## config.mk

```make
export PLATFORM = sky130hd
export DESIGN_NAME = tcgr_pixel_unit
export DESIGN_NICKNAME = d
export VERILOG_FILES = /design/src/rtl/tcgr_pkg.sv /design/src/rtl/tcgr_pixel_unit.sv
export SDC_FILE = /design/constraint.sdc
export NUM_CORES = 1
export LEC_CHECK = 0
export BUFFER_PORTS_ARGS = -buffer_cell sky130_fd_sc_hd__clkbuf_2
export CORE_AREA = 2 2 106 108
export DETAILED_ROUTE_END_ITERATION = 12
export DIE_AREA = 0 0 108 110
export PLACE_DENSITY = 0.63
export SYNTH_ARGS = -nofsm -noshare
export SYNTH_HDL_FRONTEND = slang
export SYNTH_SLANG_ARGS = --single-unit
```

## constraint.sdc

```tcl
create_clock -name vclk -period 1.9
set_clock_uncertainty 0.2 [all_clocks]
set_input_delay 0.095 -clock vclk [all_inputs]
set_output_delay 0.095 -clock vclk [all_outputs]
set_load 0.02 [all_outputs]
```

## src/rtl/tcgr_pkg.sv

```systemverilog
// ----------------------------------------------------------------------------
// tcgr_pkg - shared types and constants of the text cell glyph renderer
// item structs, screen geometry, command codes and the 16-colour palette
// ----------------------------------------------------------------------------
package tcgr_pkg;

  // glyph and screen geometry
  localparam int GLYPH_W = 9;
  localparam int GLYPH_H = 16;
  localparam int COLS    = 80;
  localparam int ROWS    = 25;

  // font store: 256 glyphs of 16 stored rows, 9 bits each
  localparam int FONT_W     = 9;
  localparam int FONT_DEPTH = 4096;
  localparam int LINE_W     = 4;

  // command codes
  localparam logic CMD_LOAD = 1'b0;
  localparam logic CMD_DRAW = 1'b1;

  typedef struct packed {
    logic       cmd;
    logic [7:0] char_code;
    logic [3:0] glyph_line;
    logic [8:0] glyph_bits;
    logic [7:0] attribute;
    logic [6:0] cell_col;
    logic [4:0] cell_row;
    logic       cursor_on;
  } in_item_t;

  typedef struct packed {
    logic [9:0]  screen_x;
    logic [8:0]  screen_y;
    logic [23:0] pix0;
    logic [23:0] pix1;
    logic [23:0] pix2;
    logic [23:0] pix3;
    logic [23:0] pix4;
    logic [23:0] pix5;
    logic [23:0] pix6;
    logic [23:0] pix7;
    logic [23:0] pix8;
    logic        last_line;
  } out_item_t;

  // fixed 16-colour palette, 0xRRGGBB
  function automatic logic [23:0] palette(input logic [3:0] idx);
    logic [23:0] c;
    case (idx)
      4'd0:    c = 24'h000000;
      4'd1:    c = 24'h0000AA;
      4'd2:    c = 24'h00AA00;
      4'd3:    c = 24'h00AAAA;
      4'd4:    c = 24'hAA0000;
      4'd5:    c = 24'hAA00AA;
      4'd6:    c = 24'hAA5500;
      4'd7:    c = 24'hAAAAAA;
      4'd8:    c = 24'h555555;
      4'd9:    c = 24'h5555FF;
      4'd10:   c = 24'h55FF55;
      4'd11:   c = 24'h55FFFF;
      4'd12:   c = 24'hFF5555;
      4'd13:   c = 24'hFF55FF;
      4'd14:   c = 24'hFFFF55;
      4'd15:   c = 24'hFFFFFF;
      default: c = 24'h000000;
    endcase
    return c;
  endfunction

endpackage

```

## src/rtl/tcgr_pixel_unit.sv

```systemverilog
// ----------------------------------------------------------------------------
// tcgr_pixel_unit - glyph row to pixel colour unit
// turns one font row into nine palette colours plus the row coordinates
// ----------------------------------------------------------------------------
module tcgr_pixel_unit (
  input  logic [8:0]           glyph_row,
  input  logic [3:0]           fg,
  input  logic [3:0]           bg,
  input  logic                 cursor,
  input  logic [9:0]           base_x,
  input  logic [8:0]           base_y,
  input  logic [3:0]           line,
  output tcgr_pkg::out_item_t  result
);

  logic [23:0] px [9];

  always_comb begin
    for (int dx = 0; dx < 9; dx++) begin
      if (dx < tcgr_pkg::GLYPH_W) begin
        // cursor cells invert the glyph bit before colour choice
        px[dx] = tcgr_pkg::palette((glyph_row[8-dx] ^ cursor) ? fg : bg);
      end else begin
        px[dx] = 24'h000000;
      end
    end
  end

  always_comb begin
    result.screen_x  = base_x;
    result.screen_y  = base_y + 9'(line);
    result.pix0      = px[0];
    result.pix1      = px[1];
    result.pix2      = px[2];
    result.pix3      = px[3];
    result.pix4      = px[4];
    result.pix5      = px[5];
    result.pix6      = px[6];
    result.pix7      = px[7];
    result.pix8      = px[8];
    result.last_line = (line == 4'(tcgr_pkg::GLYPH_H - 1));
  end

endmodule

```

==> impl_metrics.yaml, run 1 <==
outcome:
  outcome: "complete, no violations"
routing:
  wl_met3_um: 608
  drc: 0
  drt-met1-wl_um: 3026
  drt_iter0_drc: 76
  wire_per_inst_um: 14.03
  wl_met2_um: 3650
  drt-total-wl_um: 7312
  ant_nets: 0
  drt-pass1-iter-count: 5
  vias: 2003
  vias_per_cell: 3.845
  top_layer_used: "met4"
finish:
  final_util_pct: 25.65
  area_growth_pct: 9.870
  design.seq.count: 0
  multi_input_area_um2: 1124
  num_antenna_cells: 0
  layout-drive-gt1-share_pct: 77.69
  nets: 429
  fillCellCount: 1198
  clock_buffers: 0
  seq_area_um2: 0
  final_cell_area_um2: 2744
timing:
  relSlewSlack_pct: 55.90
  min_period_ns: 1.839
  tns_ns: 0
  finalCritPeriodShare_pct: 96.79
  rsz0062_at_grt: "yes"
  drv_slew: 0
  worstMarginPinSlew_ns: 0.6546
  clock.fmax_mhz: 543.7
  hold_viol: 0
  hold_slack_ns: 0.3189
  setup-violations-final: 0
logic_synthesis:
  synth_cells: 297
  synth_area_um2: 2497
  synth_common_cells: "181 x buf_4, 18 x mux2_4, 18 x mux2i_1"
  synth_warnings: 0
  yosys-top-cells-area: "buf_4 54%, mux2_4 11%, xnor2_4 9.9%"
  synth_top_area_cell: "buf_4"
  ys_seq_area_share_pct: 0
  yosysMostFrequentCell: "buf_4"
  synth_nets: 343
  synth_top_area_share_pct: 54.41
  yosys.cell_types.count: 26
  syn_area_per_cell_um2: 8.409
placed_design:
  hpwl_um: 6261
  place_congestion: 0.7751
  numPortBuffers: 257
  placed_cell_area_um2: 2590
grt:
  grt_max_degree: 12
  grt_first_pass_wirelength_um: 9604
  grt_pass1_vias: 1559
  grt_use_total_pct: 10.56
  antenna_found_initial: 0
  grt_overflow: 0
floorplan:
  die_w_um: 108
  fp-row-count: 38
  ioPinCount: 277
  die-area_um2: 11880
  initial_utilization_pct: 23.35
  coreArea_um2: 10700
  dieHeight_um: 110
pwr:
  total_power_mw: 1.785
  power_density_nw_per_um2: 650.5
  leakagePower_nw: 1.652
  ir_drop_mv: 0.3356
critical_path:
  required_ns: 1.60
  cp_max_fo: 3
  cp-start-kind: "primary input"
  end_kind: "output pin"
  cp_data_arrival_time_ns: 1.54
  criticalPathCategory: "primary input to output pin"
min_path:
  hold_class: "primary input to output pin"
clocking:
  cts_setup_buffers: 0
job:
  cap_viol_max_count: 0
-- metrics by stage --
step | cells | worst slack (ns)
CTS | 521 | 0.0009709
global route | 521 | -0.06148
finish | 521 | 0.06090
detailed placement | 511 | -0.1304
global placement | 511 | 0.007405
floorplan | 297 | 0.1105
-- power by group --
part	total [mW]	switching (mW)	internal [mW]
clock network	0	0	0
logic	1.78	1.22	0.565
registers	0	0	0
-- per-layer routing --
layer	up-vias	GRT usage [%]
met5	-	0
met4	0	0.3663
met3	2	0.6467
met2	153	19.18
met1	896	14.49
li1	952	-
-- path summary, 6_finish.rpt --
kind                   from     endpoint  cells past startpoint
setup / recovery    line[0]  result[225]                      8
hold / removal    base_y[8]  result[225]                      3
-- what timing repair did --
item	4_1_cts	5_1_grt
hold buffers	10	0
endpoints found under the hold margin	10	0
cloned	0	0
resized for setup	8	4
endpoints found under the setup margin	5	49
pin swaps	2	1
-- kinds of logic (layout without fill, tap and decap cells) --
group | after synthesis | after routing | share of synthesized area, %
AOI/OAI and AO/OA | 22 | 22 | 5.410
buffers and inverters | 194 | 278 | 57.06
xor gates and xnor gates | 15 | 15 | 12.02
muxes | 36 | 36 | 18.04
and+or+nand+nor | 25 | 25 | 4.660
adders and majority gates | 5 | 5 | 2.806
-- placed cells by master (no fill, tap or decap), types with 2 or more instances in the layout --
cell / instances
nand2_1: 13
mux2i_1: 18
xor2_1: 4
xnor2_4: 9
o21ai_0: 8
xnor2_1: 2
o21ai_2: 2
nand4_1: 3
ha_1: 3
a21oi_1: 5
mux2_4: 18
nand3_1: 2
dlygate4sd3_1: 10
inv_1: 6
nand2b_1: 2
buf_4: 5
nor2_1: 3
clkbuf_2: 256
-- critical path: stages --
cell and delay [ns]:
clkbuf_2 0.11, ha_4 0.14, inv_1 0.05, fa_2 0.34
nand2b_4 0.17, a211oi_4 0.26, xor2_1 0.21, buf_4 0.17
-- layout make-up --
type / count / share of cell area, %
inverters: 7 / 0.9576
multi-input cells: 103 / 40.95
well taps: 140 / 6.384
repair buffers: 271 / 51.71
Power figures use the tool's default switching activity.
==> run 2: changes to the inputs <==
--- a/config.mk
+++ b/config.mk
@@ -6,10 +6,12 @@
 export NUM_CORES = 1
 export LEC_CHECK = 0
 export BUFFER_PORTS_ARGS = -buffer_cell sky130_fd_sc_hd__clkbuf_2
-export CORE_AREA = 2 2 106 108
+export CELL_PAD_IN_SITES_DETAIL_PLACEMENT = 1
+export CELL_PAD_IN_SITES_GLOBAL_PLACEMENT = 1
+export CORE_AREA = 2 2 108 110
 export DETAILED_ROUTE_END_ITERATION = 12
-export DIE_AREA = 0 0 108 110
-export PLACE_DENSITY = 0.63
+export DIE_AREA = 0 0 110 112
+export PLACE_DENSITY = 0.87
 export SYNTH_ARGS = -nofsm -noshare
 export SYNTH_HDL_FRONTEND = slang
 export SYNTH_SLANG_ARGS = --single-unit
==> run 2 against run 1 <==
Against the previous run:
- sequential share of layout area is the same
- sequential cell count unchanged
- global-route usage is 0.22 points higher
- count of clock-buffer cells in the layout did not move
- core utilization fell by 0.60 points
- non-clock buffer count up 8
- final area rose by 2.0%
- cell count increased by 2.1%
- critical path depth is the same
- first-iteration DRC count down 68%
- worst hold slack got worse by 0.018 ns
- setup slack gained 0.066 ns
- critical path type unchanged
- critical endpoint unchanged
==> impl_metrics.yaml, run 2 (same netlist as run 1, synthesis figures left out) <==
critical_path:
  cp_data_arrival_time_ns: 1.48
  cp-start-kind: "primary input"
  critPathLaunch: "line[0]"
  criticalPathCategory: "primary input to output pin"
  cp_max_fo: 3
  end_kind: "output pin"
  required_ns: 1.60
floorplan:
  fp-row-count: 39
  coreArea_um2: 11170
  die_w_um: 110
  ioPinCount: 277
  die-area_um2: 12320
  initial_utilization_pct: 22.35
  dieHeight_um: 112
grt:
  grt_overflow: 0
  grt_pass1_vias: 1753
  grt_first_pass_wirelength_um: 10310
  grt_use_total_pct: 10.78
  grt_busiest_layer: "met2"
  grt_max_degree: 12
  antenna_found_initial: 0
  use_met3_pct: 0.6440
  grt_util_met1_pct: 12.97
  grt.met2_usage_pct: 21.60
finish:
  final_common_cell: "clkbuf_2"
  final_util_pct: 25.05
  nets: 437
  layout-drive-gt1-share_pct: 77.63
  num_antenna_cells: 0
  seq_area_um2: 0
  layout_common_cells: "255 x clkbuf_2, 18 x mux2_4, 18 x mux2i_1, 13 x nand2_1, 13 x buf_4"
  clock_buffers: 0
  design.seq.count: 0
  area_growth_pct: 12.07
  fillCellCount: 1426
routing:
  wire_per_inst_um: 14.57
  drc: 0
  drt-pass1-iter-count: 3
  vias: 2053
  drt_iter0_drc: 24
  ant_nets: 0
  vias_per_cell: 3.859
  drt-total-wl_um: 7749
pwr:
  power_density_nw_per_um2: 645.2
  total_power_mw: 1.806
  leakagePower_nw: 1.694
  ir_drop_mv: 0.2739
timing:
  rsz0062_at_grt: "no"
  drv_slew: 0
  setup-violations-final: 0
  hold_viol: 0
  relSlewSlack_pct: 64.26
  worstMarginPinSlew_ns: 0.5305
  finalCritPeriodShare_pct: 93.30
  clock.fmax_mhz: 564.1
  min_period_ns: 1.773
min_path:
  hold_class: "primary input to output pin"
  min_from: "base_y[8]"
placed_design:
  numPortBuffers: 257
  place_congestion: 0.7001
  hpwl_um: 6704
outcome:
  outcome: "complete, no violations"
job:
  cap_viol_max_count: 0
run 2: changes by cell type in the layout (fill, tap and decap cells not counted), sizes merged:
cell,before,now
buf,5,14
clkbuf,256,255
run 2: path summary, 6_finish.rpt:
path / end / slack (ns) / depth (start not counted)
worst max-delay path: result[225] / 0.13 / 8
worst min-delay path: result[225] / 0.30 / 3
run 2: critical path: stages:
cell and delay [ns]:
clkbuf_2 0.10, ha_1 0.16, inv_1 0.06, fa_2 0.34
nand2b_4 0.17, a211oi_2 0.20, xor2_1 0.18, buf_4 0.17
run 2: per-stage QoR:
stage	hold slack (ns)	setup WS [ns]	area, µm²	TNS, ns	std cells
detailed placement	-0.009863	-0.08248	2666	-0.1241	522
finish	0.3012	0.1273	2799	0	532
CTS	0.3165	0.01436	2786	0	532
global route	0.3156	0.01619	2799	0	532
floorplan	0.1026	0.1105	2497	0	297
global placement	-0.009863	-0.004660	2666	-0.004660	522
run 2: area by class of cell:
type	count	area (µm²)	share of cell area, %
inverters	7	26.28	0.9388
well taps	143	178.9	6.393
multi-input cells	103	1100	39.29
repair buffers	279	1494	53.38
run 2: routing by layer:
metal | wire, µm | vias up
met1 | 2934 | 933
met2 | 4138 | 150
met5 | 0 | -
met3 | 676 | 0
li1 | - | 970
met4 | 0 | 0
run 2: timing repair:
item,in CTS,in global routing
hold buffers,10,0
endpoints found under the hold margin,10,0
buffers inserted,0,0
gates resized for setup,4,5
endpoints found under the setup margin,2,2
pin swaps,0,1
run 2: power breakdown:
| part | total [mW] | internal (mW) | switching [mW] |
|---|---|---|---|
| clock | 0 | 0 | 0 |
| combinational | 1.81 | 0.583 | 1.22 |
| sequential | 0 | 0 | 0 |
==> run 3: changes to the inputs <==
==> constraint.sdc (replaced) <==
create_clock -name vclk -period 1.9
set_clock_uncertainty 0.2 [all_clocks]
set_input_delay 0.095 -clock vclk [all_inputs]
set_output_delay 0.095 -clock vclk [all_outputs]
set_load 0.05 [all_outputs]
==> run 3 against run 2 <==
Against the previous run:
- die area did not move
- non-clock buffer count rose by 15
- count of clock-buffer cells in the layout did not move
- largest power group unchanged
- worst hold slack improved by 0.040 ns
- critical endpoint unchanged
- wire length rose by 1.8%
==> impl_metrics.yaml, run 3 (same netlist as run 1, synthesis figures left out) <==
critical_path:
  cp_slowest_cell: "fa_2"
  required_ns: 1.60
  path_delay_family: "adder cells"
  path_cells: "clkbuf_8 > ha_4 > inv_2 > fa_2 > nand2b_4 > a211oi_4 > xor2_4 > buf_8"
  end_kind: "output pin"
  cp_data_arrival_time_ns: 1.54
  cp-start-kind: "primary input"
  slowest_delay_ns: 0.33
  crit_buf_inv: 3
  cp_max_fo: 3
  cp_num_cells: 8
  criticalPathCategory: "primary input to output pin"
routing:
  drc: 0
  vias: 2120
  drt-total-wl_um: 7888
  ant_nets: 0
  drt-pass1-iter-count: 4
  vias_per_cell: 3.876
  drt_iter0_drc: 54
  wire_per_inst_um: 14.42
timing:
  finalCritPeriodShare_pct: 96.59
  rsz0062_at_grt: "no"
  relSlewSlack_pct: 64.86
  min_period_ns: 1.835
  clock.fmax_mhz: 544.9
  hold_slack_ns: 0.3410
  setup-violations-final: 0
  drv_slew: 0
  worstMarginPinSlew_ns: 0.5254
  hold_viol: 0
floorplan:
  die_w_um: 110
  fp-row-count: 39
  dieHeight_um: 112
  initial_utilization_pct: 22.35
  ioPinCount: 277
  die-area_um2: 12320
  coreArea_um2: 11170
finish:
  final_cell_area_um2: 3217
  layout_common_cells: "237 x clkbuf_2, 27 x buf_4, 18 x mux2_4, 16 x mux2i_1, 16 x buf_12"
  clock_buffers: 0
  num_antenna_cells: 0
  nets: 452
  final_common_cell: "clkbuf_2"
  layout-drive-gt1-share_pct: 80.20
  fillCellCount: 1406
  area_growth_pct: 28.81
  multi_input_area_um2: 1157
  design.seq.count: 0
  seq_area_um2: 0
pwr:
  netSwitchingFraction_pct: 77.15
  ir_drop_mv: 0.4494
  p_int_mw: 0.7457
  leakagePower_nw: 1.853
  power_density_nw_per_um2: 1014
  combPwrFrac_pct: 100.0
  p_sw_mw: 2.517
  clockPowerShare_pct: 0
  power_frac_seq_pct: 0
  total_power_mw: 3.263
grt:
  grt_pass1_vias: 1991
  grt_first_pass_wirelength_um: 10900
  antenna_found_initial: 0
  grt_overflow: 0
  grt_use_total_pct: 11.03
  grt_max_degree: 12
outcome:
  outcome: "complete, no violations"
placed_design:
  hpwl_um: 6526
  numPortBuffers: 257
  placed_cell_area_um2: 3020
  place_congestion: 0.7088
min_path:
  hold-path-cell-count: 3
  hold_class: "primary input to output pin"
job:
  cap_viol_max_count: 0
[run 3: cell types whose count changed in the layout (fill, tap and decap cells not counted), moves of 2 or more]
cell	previous run	this run
clkbuf_2	255	237
mux2i_1	18	16
buf_4	13	27
o21ai_1	2	10
buf_12	1	16
mux2i_2	0	2
xor2_1	4	2
o21ai_0	9	0
[run 3: area by class of cell]
class | instances | share of cell area (%)
tap | 143 | 5.562
timing repair buffer | 294 | 57.64
inverter | 7 | 0.8168
multi-input combinational | 103 | 35.98
[run 3: tightest hold or removal path, cell delays in order]
cell	delay (ns)
clkbuf_2	0.13
xor2_4	0.07
buf_8	0.14
[run 3: timing repair]
item	in CTS	in global routing
setup buffers	1	2
gates resized for setup	10	10
endpoints found under the setup margin	3	8
endpoints found under the hold margin	10	0
cloned	0	0
hold buffers	10	0
pin swaps	4	4
[run 3: per-layer routing]
layer,track usage [%],vias to the layer above,wire [µm]
met3,1.054,2,696
met1,12.98,978,2848
met4,0.5063,0,14
met2,21.92,145,4329
met5,0,-,0
li1,-,995,-
[run 3: worst paths after layout]
check / slack (ns) / start / to
max: 0.06 / line[0] / result[225]
min: 0.34 / base_y[8] / result[225]
[run 3: stage by stage]
step	util, %	setup TNS (ns)	setup slack (ns)	std cells
finish	28.79	0	0.06472	547
global route	28.79	0	0.01026	547
CTS	28.42	0	0.006007	545
detailed placement	27.03	-0.6363	-0.2714	534
global placement	27.03	-0.3502	-0.1868	534
floorplan	-	-16.04	-0.2886	297
[run 3: power groups by stage]
stage                     clock network (mW)  logic (mW)  registers (mW)
after CTS                                  0        3.27               0
final                                      0        3.26               0
after global placement                     0        3.16               0
after global routing                       0        3.38               0
after detailed placement                   0        3.19               0
after floorplan                            0        2.98               0
